**src/sv/cbsu_pkg.sv**
```systemverilog
// Shared types and constants of the CB-prefix bit and shift unit.
package cbsu_pkg;

  localparam int unsigned NumRegs = 7;

  // Operand select codes (opcode bits 2:0) and register slots
  localparam logic [2:0] SEL_MEM  = 3'd6;
  localparam logic [2:0] SEL_A    = 3'd7;
  localparam logic [2:0] SLOT_H   = 3'd4;
  localparam logic [2:0] SLOT_L   = 3'd5;
  localparam logic [2:0] SLOT_A   = 3'd6;
  localparam logic [2:0] LD_FLAGS = 3'd6;

  // Cycle costs
  localparam logic [4:0] COST_LOAD  = 5'd0;
  localparam logic [4:0] COST_REG   = 5'd8;
  localparam logic [4:0] COST_BIT_M = 5'd12;
  localparam logic [4:0] COST_MEM   = 5'd16;

  typedef enum logic [1:0] {
    GRP_SHIFT = 2'd0,
    GRP_BIT   = 2'd1,
    GRP_RES   = 2'd2,
    GRP_SET   = 2'd3
  } grp_e;

  typedef enum logic [2:0] {
    SH_RLC  = 3'd0,
    SH_RRC  = 3'd1,
    SH_RL   = 3'd2,
    SH_RR   = 3'd3,
    SH_SLA  = 3'd4,
    SH_SRA  = 3'd5,
    SH_SWAP = 3'd6,
    SH_SRL  = 3'd7
  } shift_e;

  typedef enum logic {
    REQ_EXEC = 1'b0,
    REQ_LOAD = 1'b1
  } req_e;

  // Flag nibble: bit3 Z, bit2 N, bit1 H, bit0 C
  typedef struct packed {
    logic z;
    logic n;
    logic h;
    logic c;
  } flags_t;

  typedef struct packed {
    logic       req_type;
    logic [7:0] opcode;
    logic [7:0] mem_data;
    logic [2:0] reg_index;
    logic [7:0] reg_value;
  } in_beat_t;

  typedef struct packed {
    logic [15:0] mem_addr;
    logic        mem_used;
    logic        mem_write;
    logic [7:0]  result_byte;
    logic        flag_zero;
    logic        flag_subtract;
    logic        flag_half;
    logic        flag_carry;
    logic [4:0]  cycle_cost;
  } out_beat_t;

  // Register file update from the execute stage
  typedef struct packed {
    logic       en;
    logic [2:0] slot;
    logic [7:0] value;
  } reg_wr_t;

endpackage

```
**src/sv/cbsu_if.sv**
```systemverilog
// Valid/ready channel interfaces for request and result beats.
interface cbsu_in_if import cbsu_pkg::*; ();
  logic     valid;
  logic     ready;
  in_beat_t data;

  modport source (output valid, output data, input ready);
  modport sink   (input valid, input data, output ready);
endinterface

interface cbsu_out_if import cbsu_pkg::*; ();
  logic      valid;
  logic      ready;
  out_beat_t data;

  modport source (output valid, output data, input ready);
  modport sink   (input valid, input data, output ready);
endinterface

```
**src/sv/cb_prefix_bit_shift_unit.sv**
```systemverilog
// Top level of the CB-prefix bit and shift unit: stage registers and CPU state.
//
// Usage:
//   req_i carries one request beat: either a CB opcode to execute (with the
//   byte read at HL in mem_data) or a load of a register or of the flag nibble.
//   rsp_o returns one result beat per request, in order: the HL address, memory
//   use and write strobes, the result byte, the four flags and the cycle cost.
//   A request beat is held in the request register, then the execute logic
//   feeds the result register.
//   Throughput is one beat per cycle while the receiver takes results; the
//   execute step reads and updates the seven registers and the flags as the
//   beat moves to the result register, so consecutive beats chain with no bubble.
//   When the receiver stalls, the result register holds its beat, the request
//   register fills, and req_i.ready drops until the result is taken.
//   Reset clears B, C, D, E, H, L, A and the flags to zero and empties both
//   stage registers.
module cb_prefix_bit_shift_unit import cbsu_pkg::*; (
  input  logic         clk_i,
  input  logic         rst_ni,
  cbsu_in_if.sink      req_i,
  cbsu_out_if.source   rsp_o
);

  in_beat_t   in_q;
  logic       in_valid_q;
  out_beat_t  out_q;
  out_beat_t  out_d;
  logic       out_valid_q;
  logic [7:0] regs_q [NumRegs];
  flags_t     flags_q;
  flags_t     flags_d;
  reg_wr_t    reg_wr;
  logic       advance;
  logic       take_in;

  // Move a beat to the result register when it is empty or being drained
  assign advance     = in_valid_q && (!out_valid_q || rsp_o.ready);
  assign req_i.ready = !in_valid_q || advance;
  assign take_in     = req_i.valid && req_i.ready;

  assign rsp_o.valid = out_valid_q;
  assign rsp_o.data  = out_q;

  cbsu_exec u_exec (
    .beat_i   (in_q),
    .regs_i   (regs_q),
    .flags_i  (flags_q),
    .result_o (out_d),
    .reg_wr_o (reg_wr),
    .flags_o  (flags_d)
  );

  // Hold stage valid flags
  always_ff @(posedge clk_i or negedge rst_ni) begin
    if (!rst_ni) begin
      in_valid_q  <= 1'b0;
      out_valid_q <= 1'b0;
    end else begin
      if (take_in) begin
        in_valid_q <= 1'b1;
      end else if (advance) begin
        in_valid_q <= 1'b0;
      end
      if (advance) begin
        out_valid_q <= 1'b1;
      end else if (rsp_o.ready) begin
        out_valid_q <= 1'b0;
      end
    end
  end

  // Capture payloads
  always_ff @(posedge clk_i) begin
    if (take_in) begin
      in_q <= req_i.data;
    end
    if (advance) begin
      out_q <= out_d;
    end
  end

  // Update registers and flags as each beat executes
  always_ff @(posedge clk_i or negedge rst_ni) begin
    if (!rst_ni) begin
      for (int i = 0; i < NumRegs; i++) begin
        regs_q[i] <= 8'h00;
      end
      flags_q <= '0;
    end else if (advance) begin
      flags_q <= flags_d;
      if (reg_wr.en) begin
        regs_q[reg_wr.slot] <= reg_wr.value;
      end
    end
  end

  a_write_needs_mem: assert property (@(posedge clk_i) disable iff (!rst_ni)
    rsp_o.valid && rsp_o.data.mem_write |-> rsp_o.data.mem_used)
    else $error("memory write without memory operand");

  a_write_cost: assert property (@(posedge clk_i) disable iff (!rst_ni)
    rsp_o.valid && rsp_o.data.mem_write |-> rsp_o.data.cycle_cost == COST_MEM)
    else $error("memory write with wrong cycle cost");

  a_load_no_mem: assert property (@(posedge clk_i) disable iff (!rst_ni)
    rsp_o.valid && rsp_o.data.cycle_cost == COST_LOAD |->
      !rsp_o.data.mem_used && !rsp_o.data.mem_write)
    else $error("load result reports memory access");

  a_advance_fills: assert property (@(posedge clk_i) disable iff (!rst_ni)
    advance |=> out_valid_q)
    else $error("executed beat did not reach the result register");

endmodule

```
**src/sv/cbsu_exec.sv**
```systemverilog
// Combinational execute logic: operand fetch, shift/bit ops, flags and writeback.
module cbsu_exec import cbsu_pkg::*; (
  input  in_beat_t   beat_i,
  input  logic [7:0] regs_i [NumRegs],
  input  flags_t     flags_i,
  output out_beat_t  result_o,
  output reg_wr_t    reg_wr_o,
  output flags_t     flags_o
);

  logic [2:0] sel;
  logic [2:0] slot;
  logic [2:0] ld_slot;
  logic       is_mem;
  logic [7:0] operand;
  logic [7:0] mask;
  logic [7:0] shifted;
  logic       sh_carry;
  grp_e       grp;
  shift_e     kind;

  assign sel     = beat_i.opcode[2:0];
  assign grp     = grp_e'(beat_i.opcode[7:6]);
  assign kind    = shift_e'(beat_i.opcode[5:3]);
  assign slot    = (sel == SEL_A) ? SLOT_A : sel;
  assign ld_slot = (beat_i.reg_index == SEL_A) ? SLOT_A : beat_i.reg_index;
  assign is_mem  = (sel == SEL_MEM);
  assign operand = is_mem ? beat_i.mem_data : regs_i[slot];
  assign mask    = 8'(8'h01 << beat_i.opcode[5:3]);

  // Shift and rotate unit
  always_comb begin
    shifted  = operand;
    sh_carry = 1'b0;
    case (kind)
      SH_RLC: begin
        shifted  = {operand[6:0], operand[7]};
        sh_carry = operand[7];
      end
      SH_RRC: begin
        shifted  = {operand[0], operand[7:1]};
        sh_carry = operand[0];
      end
      SH_RL: begin
        shifted  = {operand[6:0], flags_i.c};
        sh_carry = operand[7];
      end
      SH_RR: begin
        shifted  = {flags_i.c, operand[7:1]};
        sh_carry = operand[0];
      end
      SH_SLA: begin
        shifted  = {operand[6:0], 1'b0};
        sh_carry = operand[7];
      end
      SH_SRA: begin
        shifted  = {operand[7], operand[7:1]};
        sh_carry = operand[0];
      end
      SH_SWAP: begin
        shifted  = {operand[3:0], operand[7:4]};
        sh_carry = 1'b0;
      end
      default: begin
        shifted  = {1'b0, operand[7:1]};
        sh_carry = operand[0];
      end
    endcase
  end

  // Result, flags and register update
  always_comb begin
    flags_o              = flags_i;
    reg_wr_o             = '0;
    result_o             = '0;
    result_o.mem_addr    = {regs_i[SLOT_H], regs_i[SLOT_L]};
    if (beat_i.req_type == REQ_LOAD) begin
      result_o.cycle_cost = COST_LOAD;
      if (beat_i.reg_index == LD_FLAGS) begin
        flags_o              = flags_t'(beat_i.reg_value[3:0]);
        result_o.result_byte = {4'h0, beat_i.reg_value[3:0]};
      end else begin
        reg_wr_o.en          = 1'b1;
        reg_wr_o.slot        = ld_slot;
        reg_wr_o.value       = beat_i.reg_value;
        result_o.result_byte = beat_i.reg_value;
      end
    end else begin
      unique case (grp)
        GRP_SHIFT: begin
          result_o.result_byte = shifted;
          flags_o              = '{z: (shifted == 8'h00), n: 1'b0, h: 1'b0, c: sh_carry};
        end
        GRP_BIT: begin
          result_o.result_byte = operand;
          flags_o              = '{z: ((operand & mask) == 8'h00), n: 1'b0, h: 1'b1,
                                   c: flags_i.c};
        end
        GRP_RES: result_o.result_byte = operand & ~mask;
        default: result_o.result_byte = operand | mask;
      endcase
      if (is_mem) begin
        result_o.mem_used   = 1'b1;
        result_o.mem_write  = (grp != GRP_BIT);
        result_o.cycle_cost = (grp == GRP_BIT) ? COST_BIT_M : COST_MEM;
      end else begin
        result_o.cycle_cost = COST_REG;
        reg_wr_o.en         = (grp != GRP_BIT);
        reg_wr_o.slot       = slot;
        reg_wr_o.value      = result_o.result_byte;
      end
    end
    result_o.flag_zero     = flags_o.z;
    result_o.flag_subtract = flags_o.n;
    result_o.flag_half     = flags_o.h;
    result_o.flag_carry    = flags_o.c;
  end

endmodule
```
**src/flat_wrapper.sv**
```systemverilog
// flat-port wrapper written by rule: the top's interface ports become plain ports
module cb_prefix_bit_shift_unit_flat import cbsu_pkg::*;
  (clk_i, rst_ni, req_i_valid, req_i_data, req_i_ready, rsp_o_valid, rsp_o_data, rsp_o_ready);
  cbsu_in_if req_i_i ();
  cbsu_out_if rsp_o_i ();
  input  logic clk_i;
  input  logic rst_ni;
  input wire logic [$bits(req_i_i.valid)-1:0] req_i_valid;
  input wire logic [$bits(req_i_i.data)-1:0] req_i_data;
  output wire logic [$bits(req_i_i.ready)-1:0] req_i_ready;
  output wire logic [$bits(rsp_o_i.valid)-1:0] rsp_o_valid;
  output wire logic [$bits(rsp_o_i.data)-1:0] rsp_o_data;
  input wire logic [$bits(rsp_o_i.ready)-1:0] rsp_o_ready;
  assign req_i_i.valid = req_i_valid;
  assign req_i_i.data = req_i_data;
  assign req_i_ready = req_i_i.ready;
  assign rsp_o_valid = rsp_o_i.valid;
  assign rsp_o_data = rsp_o_i.data;
  assign rsp_o_i.ready = rsp_o_ready;
  cb_prefix_bit_shift_unit u_core (.clk_i(clk_i), .rst_ni(rst_ni), .req_i(req_i_i), .rsp_o(rsp_o_i));
endmodule
```
**config.mk**
```make
export PLATFORM = sky130hd
export DESIGN_NAME = cb_prefix_bit_shift_unit_flat
export DESIGN_NICKNAME = d
export VERILOG_FILES = /design/src/sv/cbsu_pkg.sv /design/src/sv/cbsu_if.sv /design/src/sv/cb_prefix_bit_shift_unit.sv /design/src/sv/cbsu_exec.sv /design/src/flat_wrapper.sv
export SDC_FILE = /design/constraint.sdc
export NUM_CORES = 1
export LEC_CHECK = 0
export ABC_AREA = 1
export BUFFER_PORTS_ARGS = -buffer_cell sky130_fd_sc_hd__clkbuf_2
export CAP_MARGIN = 0
export CORE_MARGIN = 5
export CORE_UTILIZATION = 40
export CTS_BUF_LIST = sky130_fd_sc_hd__clkbuf_2
export DETAILED_ROUTE_END_ITERATION = 7
export GPL_TIMING_DRIVEN = 0
export HOLD_SLACK_MARGIN = 0.05
export PLACE_DENSITY = 0.64
export SLEW_MARGIN = 10
export SYNTH_ARGS = -nofsm -noshare
export SYNTH_HDL_FRONTEND = slang
export SYNTH_SLANG_ARGS = --single-unit
```
**constraint.sdc**
```tcl
create_clock -name clk_i -period 1.9 [get_ports clk_i]
set_clock_uncertainty 0.2 [all_clocks]
set_input_delay 0.285 -clock clk_i [delete_from_list [all_inputs] [get_ports clk_i]]
set_output_delay 0.285 -clock clk_i [all_outputs]
set_load 0.02 [all_outputs]
```
==> flow_summary.yaml <==
place:
  dpl.hpwl_mm: 11.65
  port_buffers: 66
  place_congestion: 0.9682
  dpl_cell_area_sq_um: 6768
power:
  finalPower_mw: 8.717
  vdd.ir_drop.worst_v: 0.0008562
  powerDensity_nw_per_um2: 1045
  p_leak_nw: 3.930
floorplan:
  start_util_pct: 40.38
  rows: 45
  coreArea_sq_um: 15090
  die-area_sq_um: 17800
  ios: 69
  dieWidth_um: 133.4
  die_y_um: 133.4
grt:
  grt_use_met3_pct: 4.041
  grt_pass1_vias: 5142
  met1_usage_pct: 29.13
  use_met2_pct: 30.56
  busiest_layer: "met2"
  antenna_found_initial: 1
  overflow: 0
  grt_use_total_pct: 20.40
  grt_max_degree: 53
  grt_first_pass_wirelength_mm: 27.98
synthesis:
  synth-main-ff-cell: "dfrtp_1"
  synth_edf_count: 60
  async_flop_share_pct: 50.82
  synth-seq-cells: 122
  syn_area_sq_um: 6093
  ys_warn_count: 0
  synthCells: 708
  syn_area_per_cell_sq_um: 8.606
  ys_seq_area_share_pct: 55.03
  yosys.cell_types.count: 40
finish:
  fin_util_pct: 55.27
  fillers: 1324
  register_area_sq_um: 3354
  final_common_cell: "nand2_1"
  final_cell_mix: "256 x nand2_1, 79 x clkbuf_2, 61 x dfrtp_1, 60 x edfxtp_1, 59 x dlygate4sd3_1"
  layout-drive-gt1-share_pct: 31.83
  syn_to_final_growth_pct: 36.88
  multi_input_area_sq_um: 2718
  layout.nets: 927
  design_area_sq_um: 8341
sta:
  max_slew_margin_pct: 58.78
  worstMarginPinSlew_ns: 0.6163
  fin_crit_sh_pct: 134.8
  hold_viol_final: 0
  setup_viol: 70
  drv_slew: 0
  rsz0062_at_grt: "true"
  fmax_ghz: 0.3904
  tns_ns: -38.04
  min_period_ns: 2.561
  setup_ws_ns: -0.6614
worst_setup_path:
  crit_required_ns: 2.15
  slowest_delay_ns: 0.51
  critical_path_class: "flip-flop to flip-flop"
  slowest_stage: "edfxtp_1"
  cpLargestDelayFamily: "simple AND/OR/NAND/NOR gates"
  crit_chain: "nand2_4 > buf_4 > buf_4 > nand3_1 > nand3_1 > nand2_1 > nand2_1 > nand2_2 > nand2_4 > nand2_1 > nand4_1 > nand2_1 > nand3_2 > nand2_4 > nand2_8"
  path_common_cell: "nand2_1"
  r2r_slack_ns: -0.66
  crit_arrival_ns: 2.81
  cp-start-kind: "flip-flop"
  critical_path_depth: 15
  rr_startpoint: "u_core.in_q[20]$_DFFE_PP_"
  cp_max_fo: 8
  r2r-end: "u_core.rsp_o.data[15]$_DFFE_PP_"
  cp-endpoint: "u_core.rsp_o.data[15]$_DFFE_PP_"
  path_buf_inv: 2
  worstRegToRegCells: 15
  critPathCaptureType: "flip-flop"
  critPathLaunch: "u_core.in_q[20]$_DFFE_PP_"
cts:
  htree_levels: 4
  cts_root_buf: "clkbuf_2"
  clk_pin_slew_worst_paths_ns: 0.21
  cts.sinks: 122
  cts_tree: "done"
  cts_max_path_buffers: 2
  clock_latency_ns: 0.73
  cts_buffers: 17
run_status:
  failed_checks: "setup timing"
  status: "finished, violations left"
routing:
  firstDrtPassIters: 7
  totalWireLength_mm: 18.37
  via_per_inst: 5.050
  drcViolationCount: 0
  drt_iter0_markers: 473
  ant_nets: 0
  vias: 5540
  routedWlPerCell_um: 16.74
job:
  maxCapViolCount: 0
min_path:
  holdPathStages: 2
  hp-class: "input pin to flip-flop"
## worst min-delay path by stage
stage / from / end
floorplan: rst_ni / u_core.flags_q[0]$_DFFE_PN0P_
CTS: req_i_data[18] / u_core.in_q[18]$_DFFE_PP_
global placement: u_core.regs_q[15]$_DFFE_PN0P_ / u_core.rsp_o.data[26]$_DFFE_PP_
global route: req_i_data[18] / u_core.in_q[18]$_DFFE_PP_
finish: req_i_data[18] / u_core.in_q[18]$_DFFE_PP_
detailed placement: rst_ni / u_core.regs_q[51]$_DFFE_PN0P_
## cells in the mapped netlist (2+ instances only)
library cell | number | area [sq um]
inv_2 | 17 | 63.81
nor2_4 | 6 | 67.56
o22ai_1 | 2 | 12.51
nor2_1 | 36 | 135.1
nand3_2 | 6 | 60.06
inv_1 | 57 | 214.0
edfxtp_1 | 60 | 1802
nor2_2 | 5 | 31.28
buf_4 | 5 | 37.54
nand2_1 | 278 | 1044
a22oi_1 | 4 | 30.03
buf_2 | 5 | 25.02
nand2_2 | 14 | 87.58
buf_6 | 4 | 45.04
nand3_1 | 57 | 285.3
nor3_1 | 2 | 10.01
nand4_1 | 5 | 31.28
a21oi_1 | 20 | 100.1
o21ai_1 | 16 | 80.08
nand2_4 | 3 | 33.78
o21ai_0 | 23 | 115.1
clkbuf_1 | 2 | 7.510
dfrtp_1 | 62 | 1551
a21oi_2 | 3 | 26.28
## cell families after synthesis
group                  synth area share [%]
AO/OA/AOI/OAI                         8.111
buffers and inverters                 6.776
flip-flops                            55.03
other                               0.06154
AND/OR/NAND/NOR                       30.02
## flip-flops by register name, indices dropped and copies added, names as in the netlist
name / cells
u_core.regs_q: 56
u_core.rsp_o.data: 32
u_core.in_q: 28
u_core.flags_q: 4
u_core.in_valid_q: 1
u_core.rsp_o.valid: 1
## routing by layer
layer  up-vias  wire, um
met1      2578      8003
li1       2687         -
met5         -         0
met3        37      1611
met4         0       474
met2       238      8275
## layout make-up
type	instances	share of cell area [%]
sequential	122	40.22
multi-input combinational	496	32.58
timing repair buffer	164	15.71
inverter	74	3.570
tap	188	2.820
buffer	18	1.980
clock inverter	15	1.890
clock buffer	17	1.020
timing repair inverter	2	0.1800
antenna	1	0.03000
## repair_timing
item	CTS	global route
resized for setup	61	50
cloned	0	3
setup buffers	20	18
pin swaps	29	33
setup endpoints to repair	108	136
hold buffers	59	0
hold endpoints to repair	101	0
## per-stage QoR
stage	worst slack (ns)	std cells	hold slack (ns)
final	-0.6614	1097	0.09652
after global routing	-0.7505	1097	0.05329
after CTS	-0.5656	1075	0.05364
after detailed placement	-0.7344	964	-0.02475
after global placement	-0.7437	963	0.2308
after floorplan	-0.1470	709	-0.2106
## where the power goes
| group | total (mW) | internal, mW | leakage [nW] | switching (mW) |
|---|---|---|---|---|
| Clock | 1.72 | 0.707 | 0.140 | 1.02 |
| Sequential | 4.10 | 3.63 | 1.39 | 0.462 |
| Combinational | 2.90 | 1.10 | 2.40 | 1.80 |
(Power assumes the default switching activity.)
